===== config.mk =====
export PLATFORM = sky130hd
export DESIGN_NAME = tracked_bitmap_set_flat
export DESIGN_NICKNAME = d
export VERILOG_FILES = /design/src/sv/tbs_pkg.sv /design/src/sv/tbs_ifs.sv /design/src/sv/tbs_ctrl.sv /design/src/sv/tbs_datapath.sv /design/src/sv/tracked_bitmap_set.sv /design/src/flat_wrapper.sv
export SDC_FILE = /design/constraint.sdc
export NUM_CORES = 2
export LEC_CHECK = 0
export BUFFER_PORTS_ARGS = -buffer_cell sky130_fd_sc_hd__clkbuf_2
export CELL_PAD_IN_SITES_DETAIL_PLACEMENT = 1
export CELL_PAD_IN_SITES_GLOBAL_PLACEMENT = 1
export CORE_ASPECT_RATIO = 1.1
export CORE_UTILIZATION = 50
export DETAILED_ROUTE_END_ITERATION = 7
export PLACE_DENSITY_LB_ADDON = 0.1
export REMOVE_ABC_BUFFERS = 1
export SYNTH_ARGS = -nofsm -noshare
export SYNTH_HDL_FRONTEND = slang
export SYNTH_SLANG_ARGS = --single-unit

===== constraint.sdc =====
create_clock -name i_clk -period 12.5 [get_ports i_clk]
set_clock_uncertainty 0.2 [all_clocks]
set_input_delay 1.25 -clock i_clk [delete_from_list [all_inputs] [get_ports i_clk]]
set_output_delay 1.25 -clock i_clk [all_outputs]
set_load 0.01 [all_outputs]

===== src/sv/tbs_pkg.sv =====
// Shared constants, action codes, command/status structs and bit helpers
// for the tracked bitmap set. No dependencies.
`timescale 1ns / 1ps

package tbs_pkg;

    localparam int NBITS     = 1024;
    localparam int WORD_BITS = 32;
    localparam int NWORDS    = NBITS / WORD_BITS;
    localparam int IDX_W     = 10;
    localparam int CNT_W     = 11;
    localparam int WADDR_W   = $clog2(NWORDS);
    localparam int WBIT_W    = $clog2(WORD_BITS);

    typedef enum logic [3:0] {
        ACT_TEST      = 4'd0,
        ACT_SET       = 4'd1,
        ACT_CLEAR     = 4'd2,
        ACT_SET_RNG   = 4'd3,
        ACT_CLR_RNG   = 4'd4,
        ACT_KEEP_RNG  = 4'd5,
        ACT_SET_ALL   = 4'd6,
        ACT_CLR_ALL   = 4'd7,
        ACT_INVERT    = 4'd8,
        ACT_NEXT      = 4'd9,
        ACT_PREV      = 4'd10
    } t_action;

    typedef struct packed {
        logic               start;
        logic               cfg_we;
        logic               rd_en;
        logic [WADDR_W-1:0] rd_addr;
        logic               proc_en;
        logic [WADDR_W-1:0] proc_addr;
        logic               finish;
    } t_cmd;

    typedef struct packed {
        logic res_free;
    } t_sts;

    typedef struct packed {
        logic             bit_value;
        logic [IDX_W-1:0] found_index;
        logic             found_valid;
        logic [CNT_W-1:0] set_count;
        logic [IDX_W-1:0] lowest_set;
        logic [IDX_W-1:0] highest_set;
        logic             any_set;
        logic             all_set;
    } t_result;

    function automatic logic [WBIT_W-1:0] lowest_bit(input logic [WORD_BITS-1:0] w);
        logic [WBIT_W-1:0] r;
        r = '0;
        for (int j = WORD_BITS - 1; j >= 0; j--) begin
            if (w[j]) r = WBIT_W'(j);
        end
        return r;
    endfunction

    function automatic logic [WBIT_W-1:0] highest_bit(input logic [WORD_BITS-1:0] w);
        logic [WBIT_W-1:0] r;
        r = '0;
        for (int j = 0; j < WORD_BITS; j++) begin
            if (w[j]) r = WBIT_W'(j);
        end
        return r;
    endfunction

    function automatic logic [WBIT_W:0] pop_word(input logic [WORD_BITS-1:0] w);
        logic [WBIT_W:0] r;
        r = '0;
        for (int j = 0; j < WORD_BITS; j++) begin
            r = r + (WBIT_W + 1)'(w[j]);
        end
        return r;
    endfunction

endpackage


===== src/sv/tbs_ifs.sv =====
// Valid/ready channel interfaces for requests, results and configuration.
// Depends on tbs_pkg.
`timescale 1ns / 1ps

interface tbs_req_if;
    logic                      valid;
    logic                      ready;
    logic [3:0]                action;
    logic [tbs_pkg::IDX_W-1:0] index;
    logic [tbs_pkg::IDX_W-1:0] range_end;
    modport source (output valid, action, index, range_end, input ready);
    modport sink   (input valid, action, index, range_end, output ready);
endinterface

interface tbs_res_if;
    logic                      valid;
    logic                      ready;
    logic                      bit_value;
    logic [tbs_pkg::IDX_W-1:0] found_index;
    logic                      found_valid;
    logic [tbs_pkg::CNT_W-1:0] set_count;
    logic [tbs_pkg::IDX_W-1:0] lowest_set;
    logic [tbs_pkg::IDX_W-1:0] highest_set;
    logic                      any_set;
    logic                      all_set;
    modport source (output valid, bit_value, found_index, found_valid, set_count,
                    lowest_set, highest_set, any_set, all_set, input ready);
    modport sink   (input valid, bit_value, found_index, found_valid, set_count,
                    lowest_set, highest_set, any_set, all_set, output ready);
endinterface

interface tbs_cfg_if;
    logic                      valid;
    logic                      ready;
    logic [tbs_pkg::CNT_W-1:0] data;
    modport source (output valid, data, input ready);
    modport sink   (input valid, data, output ready);
endinterface


===== src/sv/tbs_ctrl.sv =====
// Sequencer for the tracked bitmap set: walks the word store once per request.
// Depends on tbs_pkg.
`timescale 1ns / 1ps

module tbs_ctrl (
    input  logic          i_clk,
    input  logic          i_rst_n,
    input  logic          i_req_valid,
    input  logic          i_cfg_valid,
    input  tbs_pkg::t_sts i_sts,
    output logic          o_idle,
    output tbs_pkg::t_cmd o_cmd
);
    import tbs_pkg::*;

    typedef enum logic [1:0] {
        ST_IDLE,
        ST_SCAN,
        ST_FINISH
    } t_state;

    t_state             r_state;
    logic [WADDR_W:0]   r_cnt;

    // hold state and the word counter
    always_ff @(posedge i_clk) begin
        if (!i_rst_n) begin
            r_state <= ST_IDLE;
            r_cnt   <= '0;
        end else begin
            case (r_state)
                ST_IDLE: begin
                    r_cnt <= '0;
                    if (i_req_valid) r_state <= ST_SCAN;
                end
                ST_SCAN: begin
                    r_cnt <= r_cnt + 1'b1;
                    if (r_cnt == (WADDR_W + 1)'(NWORDS)) r_state <= ST_FINISH;
                end
                ST_FINISH: begin
                    if (i_sts.res_free) r_state <= ST_IDLE;
                end
                default: r_state <= ST_IDLE;
            endcase
        end
    end

    // issue read of one word while the previous word is processed
    assign o_idle          = (r_state == ST_IDLE);
    assign o_cmd.start     = o_idle && i_req_valid;
    assign o_cmd.cfg_we    = o_idle && i_cfg_valid && !i_req_valid;
    assign o_cmd.rd_en     = (r_state == ST_SCAN) && !r_cnt[WADDR_W];
    assign o_cmd.rd_addr   = r_cnt[WADDR_W-1:0];
    assign o_cmd.proc_en   = (r_state == ST_SCAN) && (r_cnt != '0);
    assign o_cmd.proc_addr = WADDR_W'(r_cnt - 1'b1);
    assign o_cmd.finish    = (r_state == ST_FINISH) && i_sts.res_free;

`ifndef SYNTHESIS
    a_no_rw_clash: assert property (@(posedge i_clk) disable iff (!i_rst_n)
        o_cmd.rd_en && o_cmd.proc_en |-> o_cmd.rd_addr != o_cmd.proc_addr)
        else $error("read and write address clash");
    a_scan_len: assert property (@(posedge i_clk) disable iff (!i_rst_n)
        o_cmd.start |=> ##(NWORDS + 1) r_state == ST_FINISH)
        else $error("scan length wrong");
    a_start_idle: assert property (@(posedge i_clk) disable iff (!i_rst_n)
        o_cmd.finish |=> o_idle)
        else $error("finish did not return to idle");
`endif

endmodule


===== src/sv/tbs_datapath.sv =====
// Word store, per-word update logic, accumulators and result register.
// Depends on tbs_pkg.
`timescale 1ns / 1ps

module tbs_datapath (
    input  logic                      i_clk,
    input  logic                      i_rst_n,
    input  tbs_pkg::t_cmd             i_cmd,
    input  logic [3:0]                i_action,
    input  logic [tbs_pkg::IDX_W-1:0] i_index,
    input  logic [tbs_pkg::IDX_W-1:0] i_range_end,
    input  logic [tbs_pkg::CNT_W-1:0] i_cfg_data,
    input  logic                      i_res_ready,
    output tbs_pkg::t_sts             o_sts,
    output logic                      o_res_valid,
    output tbs_pkg::t_result          o_res
);
    import tbs_pkg::*;

    logic [WORD_BITS-1:0] r_mem [NWORDS];
    logic [NWORDS-1:0]    r_wvld;
    logic [WORD_BITS-1:0] r_rd_data;
    logic                 r_rd_vld;
    logic [CNT_W-1:0]     r_bits;

    logic [3:0]       r_action;
    logic [IDX_W-1:0] r_idx;
    logic [IDX_W-1:0] r_end;
    logic [CNT_W-1:0] r_n;
    logic             r_idx_ok;

    logic [CNT_W-1:0] r_pop;
    logic [IDX_W-1:0] r_low;
    logic [IDX_W-1:0] r_high;
    logic             r_any;
    logic [IDX_W-1:0] r_fnd;
    logic             r_fvld;
    logic             r_bit;

    logic             r_res_vld;
    t_result          r_res;

    logic [CNT_W-1:0]     n_n;
    logic [IDX_W-1:0]     n_end;
    logic [WORD_BITS-1:0] old_w, new_w, act_m, inr_m, abv_m, blw_m, eq_m;
    logic [WORD_BITS-1:0] cand_nx, cand_pv;
    logic [IDX_W-1:0]     base;
    logic [CNT_W-1:0]     pos;

    // clamp active count and range end for the incoming request
    always_comb begin
        n_n = r_bits;
        if (r_bits == '0) n_n = CNT_W'(1);
        if (r_bits > CNT_W'(NBITS)) n_n = CNT_W'(NBITS);
        n_end = i_range_end;
        if (CNT_W'(i_range_end) > n_n - 1'b1) n_end = IDX_W'(n_n - 1'b1);
    end

    // build per-bit masks and the updated word
    always_comb begin
        base  = IDX_W'({i_cmd.proc_addr, WBIT_W'(0)});
        old_w = r_rd_vld ? r_rd_data : '0;
        for (int j = 0; j < WORD_BITS; j++) begin
            pos      = CNT_W'(base) + CNT_W'(j);
            act_m[j] = pos < r_n;
            eq_m[j]  = pos[IDX_W-1:0] == r_idx;
            inr_m[j] = (pos[IDX_W-1:0] >= r_idx) && (pos[IDX_W-1:0] <= r_end);
            abv_m[j] = pos[IDX_W-1:0] > r_idx;
            blw_m[j] = pos[IDX_W-1:0] < r_idx;
        end
        case (r_action)
            ACT_SET:      new_w = r_idx_ok ? (old_w | eq_m) : old_w;
            ACT_CLEAR:    new_w = r_idx_ok ? (old_w & ~eq_m) : old_w;
            ACT_SET_RNG:  new_w = r_idx_ok ? (old_w | inr_m) : old_w;
            ACT_CLR_RNG:  new_w = r_idx_ok ? (old_w & ~inr_m) : old_w;
            ACT_KEEP_RNG: new_w = r_idx_ok ? (old_w & inr_m) : old_w;
            ACT_SET_ALL:  new_w = act_m;
            ACT_CLR_ALL:  new_w = '0;
            ACT_INVERT:   new_w = ~old_w;
            default:      new_w = old_w;
        endcase
        new_w   = new_w & act_m;
        cand_nx = (r_action == ACT_NEXT) ? (new_w & abv_m) : '0;
        cand_pv = ((r_action == ACT_PREV) && r_idx_ok) ? (new_w & blw_m) : '0;
    end

    // word store: registered read, write back of the processed word
    always_ff @(posedge i_clk) begin
        if (i_cmd.rd_en) r_rd_data <= r_mem[i_cmd.rd_addr];
        if (i_cmd.proc_en) r_mem[i_cmd.proc_addr] <= new_w;
    end

    always_ff @(posedge i_clk) begin
        if (!i_rst_n) begin
            r_wvld   <= '0;
            r_rd_vld <= 1'b0;
            r_bits   <= CNT_W'(NBITS);
        end else begin
            if (i_cmd.rd_en) r_rd_vld <= r_wvld[i_cmd.rd_addr];
            if (i_cmd.proc_en) r_wvld[i_cmd.proc_addr] <= 1'b1;
            // a register write empties the store
            if (i_cmd.cfg_we) begin
                r_bits <= i_cfg_data;
                r_wvld <= '0;
            end
        end
    end

    // latch the request and accumulate over the words
    always_ff @(posedge i_clk) begin
        if (i_cmd.start) begin
            r_action <= i_action;
            r_idx    <= i_index;
            r_end    <= n_end;
            r_n      <= n_n;
            r_idx_ok <= CNT_W'(i_index) < n_n;
            r_pop    <= '0;
            r_low    <= '0;
            r_high   <= '0;
            r_any    <= 1'b0;
            r_fnd    <= '0;
            r_fvld   <= 1'b0;
            r_bit    <= 1'b0;
        end else if (i_cmd.proc_en) begin
            r_pop <= r_pop + CNT_W'(pop_word(new_w));
            if (new_w != '0) begin
                if (!r_any) r_low <= base | IDX_W'(lowest_bit(new_w));
                r_high <= base | IDX_W'(highest_bit(new_w));
                r_any  <= 1'b1;
            end
            if (!r_fvld && cand_nx != '0) begin
                r_fnd  <= base | IDX_W'(lowest_bit(cand_nx));
                r_fvld <= 1'b1;
            end
            if (cand_pv != '0) begin
                r_fnd  <= base | IDX_W'(highest_bit(cand_pv));
                r_fvld <= 1'b1;
            end
            if (r_idx_ok && i_cmd.proc_addr == r_idx[IDX_W-1:WBIT_W]) begin
                r_bit <= new_w[r_idx[WBIT_W-1:0]];
            end
        end
    end

    // result register: load on finish, drop when taken
    always_ff @(posedge i_clk) begin
        if (!i_rst_n) begin
            r_res_vld <= 1'b0;
        end else if (i_cmd.finish) begin
            r_res_vld <= 1'b1;
        end else if (i_res_ready) begin
            r_res_vld <= 1'b0;
        end
    end

    always_ff @(posedge i_clk) begin
        if (i_cmd.finish) begin
            r_res.bit_value   <= r_bit;
            r_res.found_index <= r_fnd;
            r_res.found_valid <= r_fvld;
            r_res.set_count   <= r_pop;
            r_res.lowest_set  <= r_low;
            r_res.highest_set <= r_high;
            r_res.any_set     <= r_any;
            r_res.all_set     <= r_pop == r_n;
        end
    end

    assign o_sts.res_free = !r_res_vld || i_res_ready;
    assign o_res_valid    = r_res_vld;
    assign o_res          = r_res;

`ifndef SYNTHESIS
    a_res_hold: assert property (@(posedge i_clk) disable iff (!i_rst_n)
        r_res_vld && !i_res_ready |=> r_res_vld && $stable(r_res))
        else $error("stalled result changed");
    a_any_cnt: assert property (@(posedge i_clk) disable iff (!i_rst_n)
        r_res_vld |-> r_res.any_set == (r_res.set_count != '0))
        else $error("any_set disagrees with count");
    a_marks: assert property (@(posedge i_clk) disable iff (!i_rst_n)
        r_res_vld |-> r_res.lowest_set <= r_res.highest_set)
        else $error("lowest above highest");
`endif

endmodule


===== src/sv/tracked_bitmap_set.sv =====
// Top level of the tracked bitmap set: sequencer plus datapath.
// Depends on tbs_pkg, tbs_ifs, tbs_ctrl and tbs_datapath.
//
// Each request walks the 32-word store once, reading one word and writing
// back the previous one per cycle; the result register is then loaded as
// soon as the result side is free. The sequencer passes through idle
// between scans, so a request is taken only once the previous scan is
// through, and the next request is taken while a result still waits. The
// store is empty after reset and after any write of bits_in_use, with no
// clearing pass. Configuration is taken only between requests.
`timescale 1ns / 1ps

module tracked_bitmap_set (
    input  logic          i_clk,
    input  logic          i_rst_n,
    tbs_req_if.sink       i_req,
    tbs_cfg_if.sink       i_cfg,
    tbs_res_if.source     o_res
);
    import tbs_pkg::*;

    t_cmd    cmd;
    t_sts    sts;
    t_result res;
    logic    idle;

    tbs_ctrl u_ctrl (
        .i_clk       (i_clk),
        .i_rst_n     (i_rst_n),
        .i_req_valid (i_req.valid),
        .i_cfg_valid (i_cfg.valid),
        .i_sts       (sts),
        .o_idle      (idle),
        .o_cmd       (cmd)
    );

    tbs_datapath u_dp (
        .i_clk       (i_clk),
        .i_rst_n     (i_rst_n),
        .i_cmd       (cmd),
        .i_action    (i_req.action),
        .i_index     (i_req.index),
        .i_range_end (i_req.range_end),
        .i_cfg_data  (i_cfg.data),
        .i_res_ready (o_res.ready),
        .o_sts       (sts),
        .o_res_valid (o_res.valid),
        .o_res       (res)
    );

    // requests and configuration beats are taken only between scans
    assign i_req.ready = idle;
    assign i_cfg.ready = idle && !i_req.valid;

    assign o_res.bit_value   = res.bit_value;
    assign o_res.found_index = res.found_index;
    assign o_res.found_valid = res.found_valid;
    assign o_res.set_count   = res.set_count;
    assign o_res.lowest_set  = res.lowest_set;
    assign o_res.highest_set = res.highest_set;
    assign o_res.any_set     = res.any_set;
    assign o_res.all_set     = res.all_set;

endmodule


===== src/flat_wrapper.sv =====
// flat-port wrapper written by rule: the top's interface ports become plain ports
module tracked_bitmap_set_flat import tbs_pkg::*;
  (i_clk, i_rst_n, i_req_valid, i_req_action, i_req_index, i_req_range_end, i_req_ready, i_cfg_valid, i_cfg_data, i_cfg_ready, o_res_valid, o_res_bit_value, o_res_found_index, o_res_found_valid, o_res_set_count, o_res_lowest_set, o_res_highest_set, o_res_any_set, o_res_all_set, o_res_ready);
  tbs_req_if i_req_i ();
  tbs_cfg_if i_cfg_i ();
  tbs_res_if o_res_i ();
  input  logic i_clk;
  input  logic i_rst_n;
  input wire logic [$bits(i_req_i.valid)-1:0] i_req_valid;
  input wire logic [$bits(i_req_i.action)-1:0] i_req_action;
  input wire logic [$bits(i_req_i.index)-1:0] i_req_index;
  input wire logic [$bits(i_req_i.range_end)-1:0] i_req_range_end;
  output wire logic [$bits(i_req_i.ready)-1:0] i_req_ready;
  input wire logic [$bits(i_cfg_i.valid)-1:0] i_cfg_valid;
  input wire logic [$bits(i_cfg_i.data)-1:0] i_cfg_data;
  output wire logic [$bits(i_cfg_i.ready)-1:0] i_cfg_ready;
  output wire logic [$bits(o_res_i.valid)-1:0] o_res_valid;
  output wire logic [$bits(o_res_i.bit_value)-1:0] o_res_bit_value;
  output wire logic [$bits(o_res_i.found_index)-1:0] o_res_found_index;
  output wire logic [$bits(o_res_i.found_valid)-1:0] o_res_found_valid;
  output wire logic [$bits(o_res_i.set_count)-1:0] o_res_set_count;
  output wire logic [$bits(o_res_i.lowest_set)-1:0] o_res_lowest_set;
  output wire logic [$bits(o_res_i.highest_set)-1:0] o_res_highest_set;
  output wire logic [$bits(o_res_i.any_set)-1:0] o_res_any_set;
  output wire logic [$bits(o_res_i.all_set)-1:0] o_res_all_set;
  input wire logic [$bits(o_res_i.ready)-1:0] o_res_ready;
  assign i_req_i.valid = i_req_valid;
  assign i_req_i.action = i_req_action;
  assign i_req_i.index = i_req_index;
  assign i_req_i.range_end = i_req_range_end;
  assign i_req_ready = i_req_i.ready;
  assign i_cfg_i.valid = i_cfg_valid;
  assign i_cfg_i.data = i_cfg_data;
  assign i_cfg_ready = i_cfg_i.ready;
  assign o_res_valid = o_res_i.valid;
  assign o_res_bit_value = o_res_i.bit_value;
  assign o_res_found_index = o_res_i.found_index;
  assign o_res_found_valid = o_res_i.found_valid;
  assign o_res_set_count = o_res_i.set_count;
  assign o_res_lowest_set = o_res_i.lowest_set;
  assign o_res_highest_set = o_res_i.highest_set;
  assign o_res_any_set = o_res_i.any_set;
  assign o_res_all_set = o_res_i.all_set;
  assign o_res_i.ready = o_res_ready;
  tracked_bitmap_set u_core (.i_clk(i_clk), .i_rst_n(i_rst_n), .i_req(i_req_i), .i_cfg(i_cfg_i), .o_res(o_res_i));
endmodule

==> out/summary.md <==
* 34 — maximum fanout along the worst path
* 5081 — number of placed instances, taps included
* 15.61% — max-slew headroom at the worst pin
* u_core.u_dp.o_res[11] — worst-case hold path end point
* 3831 — final net count
* 6 — count of buffer and inverter cells on the critical path
* 32 — worst r2r path cells
* u_core.u_dp.r_high[9] — origin of the worst min-delay path
* 354.0 µm — height of the die
* 50.38% — met1 Use GR
* 322.0 µm — Die W
* 0 — count of buffers added by post-CTS timing repair for setup
* 0 — GRT overflow
* 88 — I/O Pins
* 11.98 ns — Data arrival, critical path
* 56.60% — final core occ
* 23.72% — share of final-layout standard cells stronger than drive strength 1
* 0 — pins over their slew limit
* no — RSZ-0062 raised after global routing
* 6.972 — number of vias per cell after detailed routing
* clkbuf_16 — clock root cell
* 60.79% — met2 track demand over resource
* 0.88 ns — maximum single-stage delay on the critical path
* register to register — hold crit path type
* 154.1 nW/µm² — Power Density
* 0 — hold-fix buffer count after cts
* met2 — gr busiest metal
* edfxtp_1 — post-synthesis cell type with the largest combined area
* 0 — post-CTS resize count
* 3 — H-tree depth
* 0 — max-capacitance violation count
* 0 — antenna violation net count after detailed routing
* 1234 — sink count of the clock tree
* 111100 µm² — core outline area
* finished, final reports clean — run status
* 0 — post-route DRC violation count
* 6.630% — global routing met3 resource utilization
* 0.91 ns — r2r setup slk
* 64.06% — fraction of the yosys area taken by sequential cells
* 3 — maximum buffer depth of the clock tree
* 216700 µm — final routed wirelength across all metal layers
* edfxtp_1 61%, mux4_2 13%, dfxtp_1 3.4%, nand2_1 1.5%, ha_1 1.3% — leading cell types by total area after synthesis
* 4518 — first-iteration detailed-routing DRC count
* 3576 — number of instances in the synthesized netlist
* 11.67% — area growth from synthesis to final layout
* 0 — final hold viol count
* 76 — pin count of the biggest net entering global routing
* register — type of destination of the critical path
* 10260 — fill cell instance count of the final layout
* 92.75% — crit share post-route
* 299800 µm — global-route wire length before repair
* 138800 µm — placed wire-length estimate
* 0 — worst hold path depth
* 0% — proportion of synthesized flip-flops having asynchronous set or reset
* 1.265 ns — worst slew pin tran
* 50.68% — initial core utilization
* 0.08625 GHz — achievable frequency
* 9.697 mW — post-layout power
* 15.75 µm² — synthesized area per cell
* edfxtp_1 — Post-synth top flop
* adder cells — cell family contributing the most delay on the critical path
* 1234 — number of synthesized register bits
* 38.37% — combined global-route utilization of all metal layers
* u_core.u_ctrl.r_cnt[0] — Crit. Startpoint
* xor2_1 — Critical Path Slowest Stage Cell
* 0 ns — setup TNS after final layout
* 0.1731 mV — worst ir drop on vdd
* 119 — number of buffers added by the clock tree synthesis step
* 12.88 ns — Required @ worst endpoint
* 1137 — number of enable flip-flop cells after synthesis
* u_core.u_dp.r_pop[10] — Reg2Reg Capture Point
* 11.59 ns — clock period minus worst slack
* 4 — initial antenna violation count
* u_core.u_ctrl.r_cnt[0] — beginning of the worst register-to-register path
* 1.066 — routability cong.
* 56330 µm² — Cell Area, Synth
* 5307 — final non-filler cell total
* 0.06 ns — CTS clock-pin slew for the worst setup and hold paths
* 87 — IO Port Bufs
* done — CTS tree
* 128 — floorplan row count
* 37000 — vias post-DR
* 0 — synth warn
* 60.61% — share of Yosys cell area claimed by the top area cell type
* 124 — unique cell type count in the Yosys netlist
* 114000 µm² — total die area
* 0.77 ns — clock latency of the later-clocked register in the worst-skew pair
* register to register — Worst Setup Path Type
* 40.83 µm — average wire per cell in the routed design
* fa_1 — CP most frequent cell
* 38010 — via count of the first global-routing pass
* register — Setup crit start kind
* 6 — first drt pass iteration count
* 20.33 nW — total leakage power
* 0 — final-report setup violation count
## layout by cell type (no fill, tap or decap), drive strengths merged, types with 11 or more instances in the layout
master and instances:
a211oi 35, a21boi 23, a21o 24, a21oi 139, a221oi 11, a22oi 15
a311oi 11, a31oi 40, and2 30, and3 21, buf 132, clkbuf 238
clkinv 56, dfxtp 97, edfxtp 1137, fa 26, ha 58, inv 105
mux2 35, mux2i 34, mux4 334, nand2 233, nand2b 33, nand3 91
nand4 31, nor2 188, nor2b 33, nor3 61, nor4 32, o211ai 32
o21a 47, o21ai 118, o22ai 11, o31ai 19, or2 23, or3 20
or4 13, xnor2 27
## layer usage
metal  part of all wire [%]  vias to the layer above  wire length (µm)
li1                       -                    14620                 -
met1                     37                    19420             81030
met2                     47                     2425            102400
met3                    9.0                      522             19520
met4                    6.3                        4             13690
met5                  0.014                        -                30
## state kept, by name (all words and copies together), names as in the netlist, 11 cells and up
register	flops
u_core.u_dp.r_pop	11
u_core.u_dp.r_mem	1024
u_core.u_dp.r_n	11
u_core.u_dp.r_bits	11
u_core.u_dp.r_wvld	32
u_core.u_dp.r_rd_data	32
u_core.u_dp.o_res	45
## where the power goes
group	total [mW]	internal [mW]	leakage, nW	switching, mW
combinational	1.44	0.495	7.23	0.945
clock	3.59	1.99	1.87	1.61
sequential	4.66	4.61	11.2	0.0551
## synth_stat cells, types with 12 or more instances
cell type and count:
buf_4 18, nor2b_1 32, a22oi_1 14, inv_1 98, nor3_1 56, a211oi_1 32, edfxtp_1 1137, clkbuf_1 105
dfxtp_1 97, o21ai_1 12, nor2_1 183, nor4_1 26, or3_1 20, a21boi_0 21, and3_1 21, buf_2 50
mux2_2 35, and2_1 28, nand2b_1 32, mux4_2 334, a21oi_1 137, or2_2 17, o21ai_0 105, nand4_1 28
buf_1 28, a31oi_1 37, o31ai_1 16, nand2_1 230, o21a_1 47, o211ai_1 31, mux2i_1 34, a21o_1 24
fa_1 26, xnor2_1 27, nand3_1 91, ha_1 58
## through the flow
| step | hold WS (ns) | cell area [µm²] | setup slack, ns |
|---|---|---|---|
| global route | 0.2370 | 62900 | 0.3813 |
| floorplan | 0.2019 | 55360 | -10.04 |
| global placement | 0.2170 | 59040 | 1.283 |
| CTS | 0.2319 | 62900 | 1.013 |
| finish | 0.2360 | 62910 | 0.9058 |
| detailed placement | 0.2177 | 59040 | 1.078 |
## worst max path at each step
stage,end,cells after the start
final,u_core.u_dp.r_pop[10],32
after global routing,u_core.u_dp.r_pop[10],32
after CTS,u_core.u_dp.r_pop[10],32
after detailed placement,u_core.u_dp.r_pop[10],32
after global placement,u_core.u_dp.r_pop[10],32
after floorplan,u_core.u_dp.r_pop[10],32
## layout make-up
class / instances / area (µm²) / share of cell area [%]
antenna: 1 / 2.502 / 0.003978
clock buffer: 151 / 3128 / 4.972
clock inverter: 74 / 733.2 / 1.166
inverter: 103 / 386.6 / 0.6146
multi-input combinational: 2030 / 19230 / 30.57
sequential: 1234 / 36100 / 57.39
tap: 1495 / 1871 / 2.974
timing repair buffer: 219 / 1451 / 2.307
## logic make-up after synthesis
kind of cell | count (synthesis) | share of synthesized area (%)
AND/OR/NAND/NOR | 870 | 8.160
buffers and inverters | 312 | 2.417
adder cells (fa/ha/maj) | 85 | 2.232
flip-flops | 1234 | 64.06
multiplexers | 403 | 14.66
AO/OA/AOI/OAI | 639 | 7.950
XOR/XNOR | 33 | 0.5264
Note: power is estimated with default switching activity, not from simulation.
